## config.mk

```make
export PLATFORM = sky130hd
export DESIGN_NAME = ascii_integer_parser
export DESIGN_NICKNAME = d
export VERILOG_FILES = /design/src/sv/aip_pkg.sv /design/src/sv/aip_front.sv /design/src/sv/aip_queue.sv /design/src/sv/aip_back.sv /design/src/sv/aip_format.sv /design/src/sv/ascii_integer_parser.sv
export SDC_FILE = /design/constraint.sdc
export NUM_CORES = 2
export LEC_CHECK = 0
export ABC_AREA = 1
export BUFFER_PORTS_ARGS = -buffer_cell sky130_fd_sc_hd__buf_2
export CAP_MARGIN = 20
export CORE_MARGIN = 10
export CORE_UTILIZATION = 46
export DETAILED_ROUTE_END_ITERATION = 6
export GPL_TIMING_DRIVEN = 1
export HOLD_SLACK_MARGIN = 0.08
export PLACE_DENSITY = 0.72
export SLEW_MARGIN = 20
export SYNTH_ARGS = -nofsm -noshare
export SYNTH_HDL_FRONTEND = slang
export SYNTH_SLANG_ARGS = --single-unit
export TNS_END_PERCENT = 1
```

## constraint.sdc

```tcl
create_clock -name clk -period 11.15 [get_ports clk]
set_input_delay 3.345 -clock clk [delete_from_list [all_inputs] [get_ports clk]]
set_output_delay 3.345 -clock clk [all_outputs]
set_load 0.1 [all_outputs]
```

## src/sv/aip_pkg.sv

```systemverilog
`default_nettype none
// ----------------------------------------------------------------------------
// ASCII integer parser package
// Shared types, character codes, register indexes and clamp limits.
// ----------------------------------------------------------------------------
package aip_pkg;

  localparam int CHAR_W       = 8;
  localparam int VALUE_W      = 64;
  localparam int BASE_W       = 6;
  localparam int MODE_W       = 2;
  localparam int DIGIT_W      = 6;
  localparam int END_OFFSET_W = 12;
  localparam int PADDR_W      = 3;
  localparam int PDATA_W      = 32;
  localparam int S_TDATA_W    = 8;
  localparam int M_TDATA_W    = 80;

  // Character codes
  localparam logic [CHAR_W-1:0] CH_SPACE   = 8'h20;
  localparam logic [CHAR_W-1:0] CH_TAB     = 8'h09;
  localparam logic [CHAR_W-1:0] CH_LF      = 8'h0A;
  localparam logic [CHAR_W-1:0] CH_PLUS    = 8'h2B;
  localparam logic [CHAR_W-1:0] CH_MINUS   = 8'h2D;
  localparam logic [CHAR_W-1:0] CH_ZERO    = 8'h30;
  localparam logic [CHAR_W-1:0] CH_NINE    = 8'h39;
  localparam logic [CHAR_W-1:0] CH_LOWER_A = 8'h61;
  localparam logic [CHAR_W-1:0] CH_LOWER_Z = 8'h7A;
  localparam logic [CHAR_W-1:0] CH_UPPER_A = 8'h41;
  localparam logic [CHAR_W-1:0] CH_UPPER_Z = 8'h5A;
  localparam logic [CHAR_W-1:0] CH_LOWER_X = 8'h78;
  localparam logic [CHAR_W-1:0] CH_UPPER_X = 8'h58;

  // Radix codes
  localparam logic [BASE_W-1:0] BASE_DETECT = 6'd0;
  localparam logic [BASE_W-1:0] BASE_OCT    = 6'd8;
  localparam logic [BASE_W-1:0] BASE_DEC    = 6'd10;
  localparam logic [BASE_W-1:0] BASE_HEX    = 6'd16;

  // Result modes; any other code is unsigned 64-bit
  localparam logic [MODE_W-1:0] MODE_S32 = 2'd0;
  localparam logic [MODE_W-1:0] MODE_S64 = 2'd1;

  // Register indexes (paddr bit 2)
  localparam logic REG_NUMBER_BASE = 1'b0;
  localparam logic REG_RESULT_MODE = 1'b1;

  localparam logic [BASE_W-1:0] NUMBER_BASE_RESET = 6'd10;
  localparam logic [MODE_W-1:0] RESULT_MODE_RESET = 2'd0;

  // Clamp limits
  localparam logic [VALUE_W-1:0] S32_MAX     = 64'h0000_0000_7fff_ffff;
  localparam logic [VALUE_W-1:0] S32_MIN_MAG = 64'h0000_0000_8000_0000;
  localparam logic [VALUE_W-1:0] S32_MIN     = 64'hffff_ffff_8000_0000;
  localparam logic [VALUE_W-1:0] S64_MAX     = 64'h7fff_ffff_ffff_ffff;
  localparam logic [VALUE_W-1:0] S64_MIN_MAG = 64'h8000_0000_0000_0000;
  localparam logic [VALUE_W-1:0] ALL_ONES    = '1;

  typedef enum logic [2:0] {
    PH_SKIP,
    PH_SIGNED,
    PH_ZERO,
    PH_DIGITS,
    PH_DONE
  } phase_t;

  typedef struct packed {
    logic               is_space;
    logic               is_plus;
    logic               is_minus;
    logic               is_zero;
    logic               is_x;
    logic               digit_valid;
    logic [DIGIT_W-1:0] digit;
    logic               last;
  } char_class_t;

  typedef struct packed {
    logic [VALUE_W-1:0]      magnitude;
    logic                    negative;
    logic                    overflowed;
    logic [END_OFFSET_W-1:0] end_offset;
  } raw_result_t;

endpackage : aip_pkg
`default_nettype wire

```

## src/sv/aip_front.sv

```systemverilog
`default_nettype none
// ----------------------------------------------------------------------------
// ASCII integer parser front end
// Accepts characters and classifies them for the parse engine.
// ----------------------------------------------------------------------------
module aip_front (
  input  wire logic                           s_tvalid,
  output logic                                s_tready,
  input  wire logic [aip_pkg::S_TDATA_W-1:0]  s_tdata,   // [7:0] char_code
  input  wire logic                           s_tlast,
  input  wire logic                           q_full,
  output logic                                q_push,
  output aip_pkg::char_class_t                q_push_data
);
  import aip_pkg::*;

  logic [CHAR_W-1:0] c;

  assign c        = s_tdata[CHAR_W-1:0];
  assign s_tready = !q_full;
  assign q_push   = s_tvalid && !q_full;

  always_comb begin
    q_push_data.is_space = (c == CH_SPACE) || (c == CH_TAB) || (c == CH_LF);
    q_push_data.is_plus  = (c == CH_PLUS);
    q_push_data.is_minus = (c == CH_MINUS);
    q_push_data.is_zero  = (c == CH_ZERO);
    q_push_data.is_x     = (c == CH_LOWER_X) || (c == CH_UPPER_X);
    q_push_data.last     = s_tlast;
    q_push_data.digit_valid = 1'b1;
    q_push_data.digit       = '0;
    if (c >= CH_ZERO && c <= CH_NINE) begin
      q_push_data.digit = DIGIT_W'(c - CH_ZERO);
    end else if (c >= CH_LOWER_A && c <= CH_LOWER_Z) begin
      q_push_data.digit = DIGIT_W'(c - CH_LOWER_A + 8'd10);
    end else if (c >= CH_UPPER_A && c <= CH_UPPER_Z) begin
      q_push_data.digit = DIGIT_W'(c - CH_UPPER_A + 8'd10);
    end else begin
      q_push_data.digit_valid = 1'b0;
    end
  end

endmodule : aip_front
`default_nettype wire

```

## src/sv/aip_queue.sv

```systemverilog
`default_nettype none
// ----------------------------------------------------------------------------
// ASCII integer parser queue
// Short FIFO of classified characters between front end and parse engine.
// ----------------------------------------------------------------------------
module aip_queue #(
  parameter int DEPTH = 2
) (
  input  wire logic                 clk,
  input  wire logic                 rst,
  input  wire logic                 push,
  input  aip_pkg::char_class_t      push_data,
  output logic                      full,
  input  wire logic                 pop,
  output logic                      pop_valid,
  output aip_pkg::char_class_t      pop_data
);
  import aip_pkg::*;

  localparam int PTR_W = (DEPTH > 1) ? $clog2(DEPTH) : 1;
  localparam int CNT_W = $clog2(DEPTH + 1);
  localparam logic [PTR_W-1:0] PTR_LAST = PTR_W'(DEPTH - 1);

  char_class_t      entries [DEPTH];
  logic [PTR_W-1:0] wr_ptr;
  logic [PTR_W-1:0] rd_ptr;
  logic [CNT_W-1:0] count;

  assign full      = (count == CNT_W'(DEPTH));
  assign pop_valid = (count != '0);
  assign pop_data  = entries[rd_ptr];

  always_ff @(posedge clk) begin
    if (push) begin
      entries[wr_ptr] <= push_data;
    end
  end

  always_ff @(posedge clk) begin
    if (rst) begin
      wr_ptr <= '0;
      rd_ptr <= '0;
      count  <= '0;
    end else begin
      if (push) begin
        wr_ptr <= (wr_ptr == PTR_LAST) ? '0 : wr_ptr + 1'b1;
      end
      if (pop) begin
        rd_ptr <= (rd_ptr == PTR_LAST) ? '0 : rd_ptr + 1'b1;
      end
      if (push && !pop) begin
        count <= count + 1'b1;
      end else if (pop && !push) begin
        count <= count - 1'b1;
      end
    end
  end

endmodule : aip_queue
`default_nettype wire

```

## src/sv/aip_back.sv

```systemverilog
`default_nettype none
// ----------------------------------------------------------------------------
// ASCII integer parser engine
// Runs the parse state machine and the digit multiply-add, one character per cycle
// while the result register has room, and registers the raw result of each string.
// ----------------------------------------------------------------------------
module aip_back #(
  parameter int MAX_OFFSET = 4095
) (
  input  wire logic                         clk,
  input  wire logic                         rst,
  input  wire logic [aip_pkg::BASE_W-1:0]   number_base,
  input  wire logic                         q_valid,
  input  aip_pkg::char_class_t              q_data,
  output logic                              q_pop,
  output logic                              raw_valid,
  output aip_pkg::raw_result_t              raw_data,
  input  wire logic                         raw_ready
);
  import aip_pkg::*;

  localparam int POS_W = $clog2(MAX_OFFSET + 1);
  localparam logic [POS_W-1:0] POS_MAX = POS_W'(MAX_OFFSET);
  localparam int WIDE_W = VALUE_W + BASE_W;

  phase_t             phase, phase_next;
  logic               is_negative, is_negative_next;
  logic [BASE_W-1:0]  active_base, active_base_next;
  logic [VALUE_W-1:0] accumulator, accumulator_next;
  logic               overflowed, overflowed_next;
  logic [POS_W-1:0]   char_position, char_position_next;
  logic [POS_W-1:0]   consumed_position, consumed_position_next;

  logic               step;
  logic               at_skip, skip_hold, take_sign, at_signed, zero_prefix;
  logic               take_x, at_digits, digit_ok, stop;
  logic [BASE_W-1:0]  base_eff;
  logic [WIDE_W-1:0]  mac;
  logic               mac_carry;

  // A string's final character waits only for room in the result register.
  assign step  = q_valid && (!q_data.last || !raw_valid || raw_ready);
  assign q_pop = step;

  // Phase decode; a character may fall through several phases in the same cycle.
  always_comb begin
    at_skip     = (phase == PH_SKIP);
    skip_hold   = at_skip && q_data.is_space;
    take_sign   = at_skip && (q_data.is_plus || q_data.is_minus);
    at_signed   = (at_skip && !skip_hold && !take_sign) || (phase == PH_SIGNED);
    zero_prefix = at_signed && q_data.is_zero &&
                  ((number_base == BASE_DETECT) || (number_base == BASE_HEX));
    take_x      = (phase == PH_ZERO) && q_data.is_x;
    at_digits   = (at_signed && !zero_prefix) || ((phase == PH_ZERO) && !q_data.is_x) ||
                  (phase == PH_DIGITS);
    if (at_signed) begin
      base_eff = (number_base == BASE_DETECT) ? BASE_DEC : number_base;
    end else begin
      base_eff = active_base;
    end
    digit_ok  = at_digits && q_data.digit_valid && (q_data.digit < base_eff);
    stop      = at_digits && !digit_ok;
    mac       = WIDE_W'(accumulator) * WIDE_W'(base_eff) + WIDE_W'(q_data.digit);
    mac_carry = |mac[WIDE_W-1:VALUE_W];
  end

  // Next state
  always_comb begin
    phase_next = phase;
    if (step) begin
      if (q_data.last) begin
        phase_next = PH_SKIP;
      end else begin
        unique case (phase)
          PH_SKIP: begin
            if (skip_hold) phase_next = PH_SKIP;
            else if (take_sign) phase_next = PH_SIGNED;
            else if (zero_prefix) phase_next = PH_ZERO;
            else if (stop) phase_next = PH_DONE;
            else phase_next = PH_DIGITS;
          end
          PH_SIGNED: begin
            if (zero_prefix) phase_next = PH_ZERO;
            else if (stop) phase_next = PH_DONE;
            else phase_next = PH_DIGITS;
          end
          PH_ZERO: begin
            if (take_x) phase_next = PH_DIGITS;
            else if (stop) phase_next = PH_DONE;
            else phase_next = PH_DIGITS;
          end
          PH_DIGITS: begin
            phase_next = stop ? PH_DONE : PH_DIGITS;
          end
          PH_DONE: begin
            phase_next = PH_DONE;
          end
          default: begin
            phase_next = PH_SKIP;
          end
        endcase
      end
    end
  end

  // Datapath updates for the character at the head of the queue
  always_comb begin
    is_negative_next = take_sign ? q_data.is_minus : is_negative;

    if (zero_prefix) begin
      active_base_next = (number_base == BASE_DETECT) ? BASE_OCT : BASE_HEX;
    end else if (take_x) begin
      active_base_next = BASE_HEX;
    end else if (at_signed) begin
      active_base_next = base_eff;
    end else begin
      active_base_next = active_base;
    end

    accumulator_next = accumulator;
    overflowed_next  = overflowed;
    if (zero_prefix) begin
      accumulator_next = '0;
    end else if (digit_ok && !overflowed) begin
      if (mac_carry) begin
        accumulator_next = ALL_ONES;
        overflowed_next  = 1'b1;
      end else begin
        accumulator_next = mac[VALUE_W-1:0];
      end
    end

    char_position_next = (char_position < POS_MAX) ? char_position + 1'b1 : POS_MAX;
    consumed_position_next = (zero_prefix || digit_ok) ? char_position_next
                                                       : consumed_position;
  end

  always_ff @(posedge clk) begin
    if (rst) begin
      phase             <= PH_SKIP;
      is_negative       <= 1'b0;
      active_base       <= '0;
      accumulator       <= '0;
      overflowed        <= 1'b0;
      char_position     <= '0;
      consumed_position <= '0;
    end else if (step) begin
      phase <= phase_next;
      if (q_data.last) begin
        is_negative       <= 1'b0;
        active_base       <= '0;
        accumulator       <= '0;
        overflowed        <= 1'b0;
        char_position     <= '0;
        consumed_position <= '0;
      end else begin
        is_negative       <= is_negative_next;
        active_base       <= active_base_next;
        accumulator       <= accumulator_next;
        overflowed        <= overflowed_next;
        char_position     <= char_position_next;
        consumed_position <= consumed_position_next;
      end
    end
  end

  always_ff @(posedge clk) begin
    if (rst) begin
      raw_valid <= 1'b0;
    end else if (step && q_data.last) begin
      raw_valid <= 1'b1;
    end else if (raw_ready) begin
      raw_valid <= 1'b0;
    end
  end

  always_ff @(posedge clk) begin
    if (step && q_data.last) begin
      raw_data.magnitude  <= accumulator_next;
      raw_data.negative   <= is_negative_next;
      raw_data.overflowed <= overflowed_next;
      raw_data.end_offset <= END_OFFSET_W'(consumed_position_next);
    end
  end

endmodule : aip_back
`default_nettype wire

```

## src/sv/aip_format.sv

```systemverilog
`default_nettype none
// ----------------------------------------------------------------------------
// ASCII integer parser result stage
// Applies the sign and the mode clamp, and holds the result for transfer.
// ----------------------------------------------------------------------------
module aip_format (
  input  wire logic                          clk,
  input  wire logic                          rst,
  input  wire logic [aip_pkg::MODE_W-1:0]    result_mode,
  input  wire logic                          raw_valid,
  input  aip_pkg::raw_result_t               raw_data,
  output logic                               raw_ready,
  output logic                               m_tvalid,
  input  wire logic                          m_tready,
  output logic [aip_pkg::M_TDATA_W-1:0]      m_tdata,
  output logic                               m_tlast
);
  import aip_pkg::*;

  localparam int PAD_W = M_TDATA_W - VALUE_W - 1 - END_OFFSET_W;

  logic [VALUE_W-1:0]      v;
  logic [VALUE_W-1:0]      r;
  logic [31:0]             neg32;
  logic                    err;
  logic [VALUE_W-1:0]      out_value;
  logic                    out_error;
  logic [END_OFFSET_W-1:0] out_offset;

  assign raw_ready = !m_tvalid || m_tready;

  always_comb begin
    v     = raw_data.magnitude;
    neg32 = 32'd0 - v[31:0];
    err   = raw_data.overflowed;
    case (result_mode)
      MODE_S32: begin
        if (raw_data.negative) begin
          if (v > S32_MIN_MAG) begin
            err = 1'b1;
            r   = S32_MIN;
          end else begin
            r = {{32{neg32[31]}}, neg32};
          end
        end else if (v > S32_MAX) begin
          err = 1'b1;
          r   = S32_MAX;
        end else begin
          r = v;
        end
      end
      MODE_S64: begin
        if (raw_data.negative) begin
          if (v > S64_MIN_MAG) begin
            err = 1'b1;
            r   = S64_MIN_MAG;
          end else begin
            r = '0 - v;
          end
        end else if (v > S64_MAX) begin
          err = 1'b1;
          r   = S64_MAX;
        end else begin
          r = v;
        end
      end
      default: begin
        r = raw_data.negative ? ('0 - v) : v;
      end
    endcase
  end

  always_ff @(posedge clk) begin
    if (rst) begin
      m_tvalid <= 1'b0;
    end else if (raw_valid && raw_ready) begin
      m_tvalid <= 1'b1;
    end else if (m_tready) begin
      m_tvalid <= 1'b0;
    end
  end

  always_ff @(posedge clk) begin
    if (raw_valid && raw_ready) begin
      out_value  <= r;
      out_error  <= err;
      out_offset <= raw_data.end_offset;
    end
  end

  assign m_tdata = {{PAD_W{1'b0}}, out_offset, out_error, out_value};
  assign m_tlast = 1'b1;

endmodule : aip_format
`default_nettype wire

```

## src/sv/ascii_integer_parser.sv

```systemverilog
`default_nettype none
// A character accepted on s_tdata waits in the queue for the parse engine; a string's
// result passes the raw result register and the result stage register to m_tdata.
// Throughput: one character per cycle while results are taken, set by the single
// 64-bit by 6-bit multiply-add in the parse engine; one result per string.
// Reset (rst, synchronous): parse state, queue and result stage clear;
// number_base returns to 10 and result_mode to 0.
// ----------------------------------------------------------------------------
// ASCII integer parser
// Parses one integer per string, one character per transfer, with whitespace
// skip, optional sign, radix prefix detection and range clamping.
// ----------------------------------------------------------------------------
module ascii_integer_parser #(
  parameter int MAX_OFFSET = 4095
) (
  input  wire logic                           clk,
  input  wire logic                           rst,
  input  wire logic                           s_tvalid,
  output logic                                s_tready,
  input  wire logic [aip_pkg::S_TDATA_W-1:0]  s_tdata,  // [7:0] char_code
  input  wire logic                           s_tlast,  // string_end
  output logic                                m_tvalid,
  input  wire logic                           m_tready,
  // [63:0] parsed_value, [64] range_error, [76:65] end_offset, [79:77] zero
  output logic [aip_pkg::M_TDATA_W-1:0]       m_tdata,
  output logic                                m_tlast,  // result_last
  input  wire logic                           psel,
  input  wire logic                           penable,
  input  wire logic                           pwrite,
  input  wire logic [aip_pkg::PADDR_W-1:0]    paddr,
  input  wire logic [aip_pkg::PDATA_W-1:0]    pwdata,
  output logic [aip_pkg::PDATA_W-1:0]         prdata,
  output logic                                pready
);
  import aip_pkg::*;

  localparam int REG_SEL_BIT = 2;

  logic [BASE_W-1:0] number_base;
  logic [MODE_W-1:0] result_mode;
  logic              cfg_write;

  logic        q_full, q_push, q_pop, q_valid;
  char_class_t q_push_data, q_data;
  logic        raw_valid, raw_ready;
  raw_result_t raw_data;

  assign pready    = 1'b1;
  assign cfg_write = psel && penable && pwrite && pready;

  always_ff @(posedge clk) begin
    if (rst) begin
      number_base <= NUMBER_BASE_RESET;
      result_mode <= RESULT_MODE_RESET;
    end else if (cfg_write) begin
      unique case (paddr[REG_SEL_BIT])
        REG_NUMBER_BASE: number_base <= pwdata[BASE_W-1:0];
        REG_RESULT_MODE: result_mode <= pwdata[MODE_W-1:0];
        default: ;
      endcase
    end
  end

  always_comb begin
    unique case (paddr[REG_SEL_BIT])
      REG_NUMBER_BASE: prdata = PDATA_W'(number_base);
      REG_RESULT_MODE: prdata = PDATA_W'(result_mode);
      default:         prdata = '0;
    endcase
  end

  aip_front u_front (
    .s_tvalid    (s_tvalid),
    .s_tready    (s_tready),
    .s_tdata     (s_tdata),
    .s_tlast     (s_tlast),
    .q_full      (q_full),
    .q_push      (q_push),
    .q_push_data (q_push_data)
  );

  aip_queue #(
    .DEPTH (2)
  ) u_queue (
    .clk       (clk),
    .rst       (rst),
    .push      (q_push),
    .push_data (q_push_data),
    .full      (q_full),
    .pop       (q_pop),
    .pop_valid (q_valid),
    .pop_data  (q_data)
  );

  aip_back #(
    .MAX_OFFSET (MAX_OFFSET)
  ) u_back (
    .clk         (clk),
    .rst         (rst),
    .number_base (number_base),
    .q_valid     (q_valid),
    .q_data      (q_data),
    .q_pop       (q_pop),
    .raw_valid   (raw_valid),
    .raw_data    (raw_data),
    .raw_ready   (raw_ready)
  );

  aip_format u_format (
    .clk         (clk),
    .rst         (rst),
    .result_mode (result_mode),
    .raw_valid   (raw_valid),
    .raw_data    (raw_data),
    .raw_ready   (raw_ready),
    .m_tvalid    (m_tvalid),
    .m_tready    (m_tready),
    .m_tdata     (m_tdata),
    .m_tlast     (m_tlast)
  );

endmodule : ascii_integer_parser
`default_nettype wire

```

==> out/results.txt <==
Final RePlAce weighted congestion = 1.03
Max Cap Violations = 0
Die area = 0.0798 mm2
Setup crit end kind = register
TritonCTS clock tree = done
F_max = 0.119 GHz
Post-synthesis cell type count = 60
Register share of total power = 25.9%
Final core occ = 49.4%
Sequential cell area = 0.00772 mm2
CTS sink count = 295
Pwr Density = 197 mW/mm2
Comb pwr share = 58.3%
Vias = 29,500
# IOs = 167
WL final = 93,600 um
Initial Utilization = 46.3%
Actual slew at the worst max-slew pin = 963 ps
Syn Inst Count = 4,491
Largest net degree at the start of global routing = 80
Routed Antenna Nets = 0
Vias per cell = 5.46
Die H = 282 um
Bufs on Longest Clock Path = 3
Total power = 6670 uW
Mean routed wirelength per cell = 17.3 um
Worst hold-check path type = reg2reg
Status = finished, final reports clean
Fin crit share = 75.2%
Synth top cells by count = nand2_1, nor2_1, inv_1
WP data arrival = 8710 ps
Worst-path clk slew = 60 ps
Max-slew headroom = 35.6%
Sw Share = 54.0%
Internal power = 3070 uW
# rows = 96
CP Max Fanout = 63
Worst skew pair latency = 610 ps
Vias in the first global route = 28,200
Resized cells post-CTS = 0
Final min period = 8380 ps
Slowest CP cell = dfxtp_1
Top_reg_cell synth = edfxtp_1
Post-DP HPWL = 73,100 um
Post-CTS setup buffer count = 0
Worst reg-to-reg path cell count = 34
Maximum VDD drop = 0.000234 V
Initial antenna violation count = 2
Hold Path Depth = 0
H-tree depth = 1
# fillers = 6,816
Hold bufs inserted after CTS = 0
Met1 Use GR = 30.3%
Fin Clk Skew = 26.9 ps
Multi-input logic area = 0.0209 mm2
Dominant cell by count in the synthesized netlist = nand2_1
RSZ-0062 raised after global routing = no
First-pass GRT wire length = 151,000 um
Number of synthesized register bits = 295
Final setup viols = 0
Avg Inst Size Synth = 7.06 um2
Layout net count = 4,964
# diodes = 0
Fraction of layout cells with a size suffix above 1 = 7.52%
Critical Path RT = 11,480 ps
R2r setup slk = 2770 ps
Fin Setup TNS = 0 ps
Drt first pass iters = 6
Most used routing layer = met2
CP most frequent cell = nand2_1
Fin. max-slew vios = 0
Detailed Route Iter0 Violations = 2,665
Critical Path Max Stage Delay = 660 ps
Register area share after synthesis = 24.4%
Chip width = 282 um
CTS buffer count = 31
Pleak = 0.0162 uW
Critical Path Source Type = register
Total grt overflow = 0
CTS root buf = clkbuf_16
DR DRC count = 0
Crit path kind = reg2reg
Post-synth top area cell = edfxtp_1
Post-synth EDFFs = 181
IO Port Bufs = 107
NetSw = 3600 uW
Fin. Hold Viols = 0
Placeable Area = 0.0685 mm2
Syn Std Cell Area = 0.0317 mm2
Clock share of power = 15.9%
Fraction of registers with async set/reset = 0%
Syn. warnings = 0
GRT Total Usage = 23.3%
Hold slack = 418 ps
Synthesis-to-layout area growth = 6.80%
GR Util met3 = 4.44%
Area contributors post-synth = edfxtp_1, fa_1, nand2_1, nor2_1, dfxtp_1
Met2 Track Usage GR = 38.3%
Synth top area share = 17.2%
==> critical path, delay by kind of cell (launching register included) <==
kind | cells | cell delay (ps)
flip-flops | 1 | 660
AND/OR/NAND/NOR | 23 | 3570
AO/OA/AOI/OAI | 1 | 90
buffers and inverters | 5 | 1280
adder cells (fa/ha/maj) | 5 | 2370
==> placed cells by master, fill, tap and decap left out, types with 5 or more instances in the layout <==
cell type and n:
nand2_1 1018, nor2_1 779, inv_1 575, nand3_1 283
a21oi_1 253, fa_1 252, edfxtp_1 181, ha_1 164
o21ai_0 146, dfxtp_1 113, buf_2 106, nand4_1 84
nor3_1 77, and3_1 53, xor2_1 36, inv_2 35
buf_4 35, clkbuf_16 33, nand3_2 32, conb_1 31
nand2_2 30, o21bai_1 24, nor2_2 19, nor4_1 15
nand3b_1 11, o211ai_1 11, nor2_4 10, o21ai_1 9
clkbuf_1 9, a21boi_0 8, a31oi_1 7, o21ai_4 5
a221oi_1 5
==> metal layers <==
metal / wire length, um / part of all wire [%]
met2: 43400 / 46
met1: 38500 / 41
met5: 13 / 0.014
met4: 3370 / 3.6
met3: 8290 / 8.9
==> kinds of logic (layout without fill, tap and decap cells) <==
logic type               Yosys count  after routing  synth area share, %
AND/OR/NAND/NOR                 2431           2431                 33.1
buffers and inverters            811            813                 10.4
other                              2             31               0.0237
flip-flops                       295            295                 24.4
adder cells (fa/ha/maj)          416            416                 22.4
XOR/XNOR                          40             40                 1.11
AO/OA/AOI/OAI                    496            496                 8.57
==> area by class of cell <==
class,instances,area share (%)
Clock buffer,44,2.62
Timing Repair Buffer,142,2.40
Clock inverter,14,0.481
Inverter,613,6.80
Tap cell,882,3.26
Sequential cell,295,22.8
Multi-Input combinational cell,3414,61.6
==> worst paths after layout <==
path	from	end
hold reg to reg	u_back.raw_data[0]$_DFFE_PP_	u_format.out_offset[0]$_DFFE_PP_
setup / recovery	register	u_back.raw_data[67]$_DFFE_PP_
setup reg to reg	register	u_back.raw_data[67]$_DFFE_PP_
hold / removal	u_back.raw_data[0]$_DFFE_PP_	u_format.out_offset[0]$_DFFE_PP_
==> power by group through the flow <==
stage | Combinational (uW) | Sequential, uW | Clock [uW]
floorplan | 2420 | 2080 | 0
global placement | 3760 | 1740 | 0
detailed placement | 3810 | 1740 | 0
CTS | 3830 | 1720 | 1080
global route | 4260 | 1750 | 1120
finish | 3880 | 1720 | 1060
==> sequential cells by signal, indices dropped and copies added (netlist names), named ones only <==
register and cells:
number_base 6, result_mode 2, u_back.accumulator 64, u_back.active_base 6
u_back.char_position 12, u_back.consumed_position 12, u_back.is_negative 1, u_back.overflowed 1
u_back.phase 3, u_back.raw_data 78, u_back.raw_valid 1, u_format.m_tvalid 1
u_format.out_error 1, u_format.out_offset 12, u_format.out_value 64, u_queue.count 2
u_queue.entries 26, u_queue.rd_ptr 1, u_queue.wr_ptr 1
==> through the flow <==
step / cell area, um2 / instances / setup slack [ps]
2_1_floorplan: 31800 / 4520 / 2140
3_3_place_gp: 32800 / 5346 / 2960
4_1_cts: 33800 / 5404 / 2820
6_report: 33800 / 5404 / 2770
5_1_grt: 33800 / 5404 / 2080
3_5_place_dp: 32800 / 5346 / 2860
No activity file was read; power rests on OpenSTA's default activity.
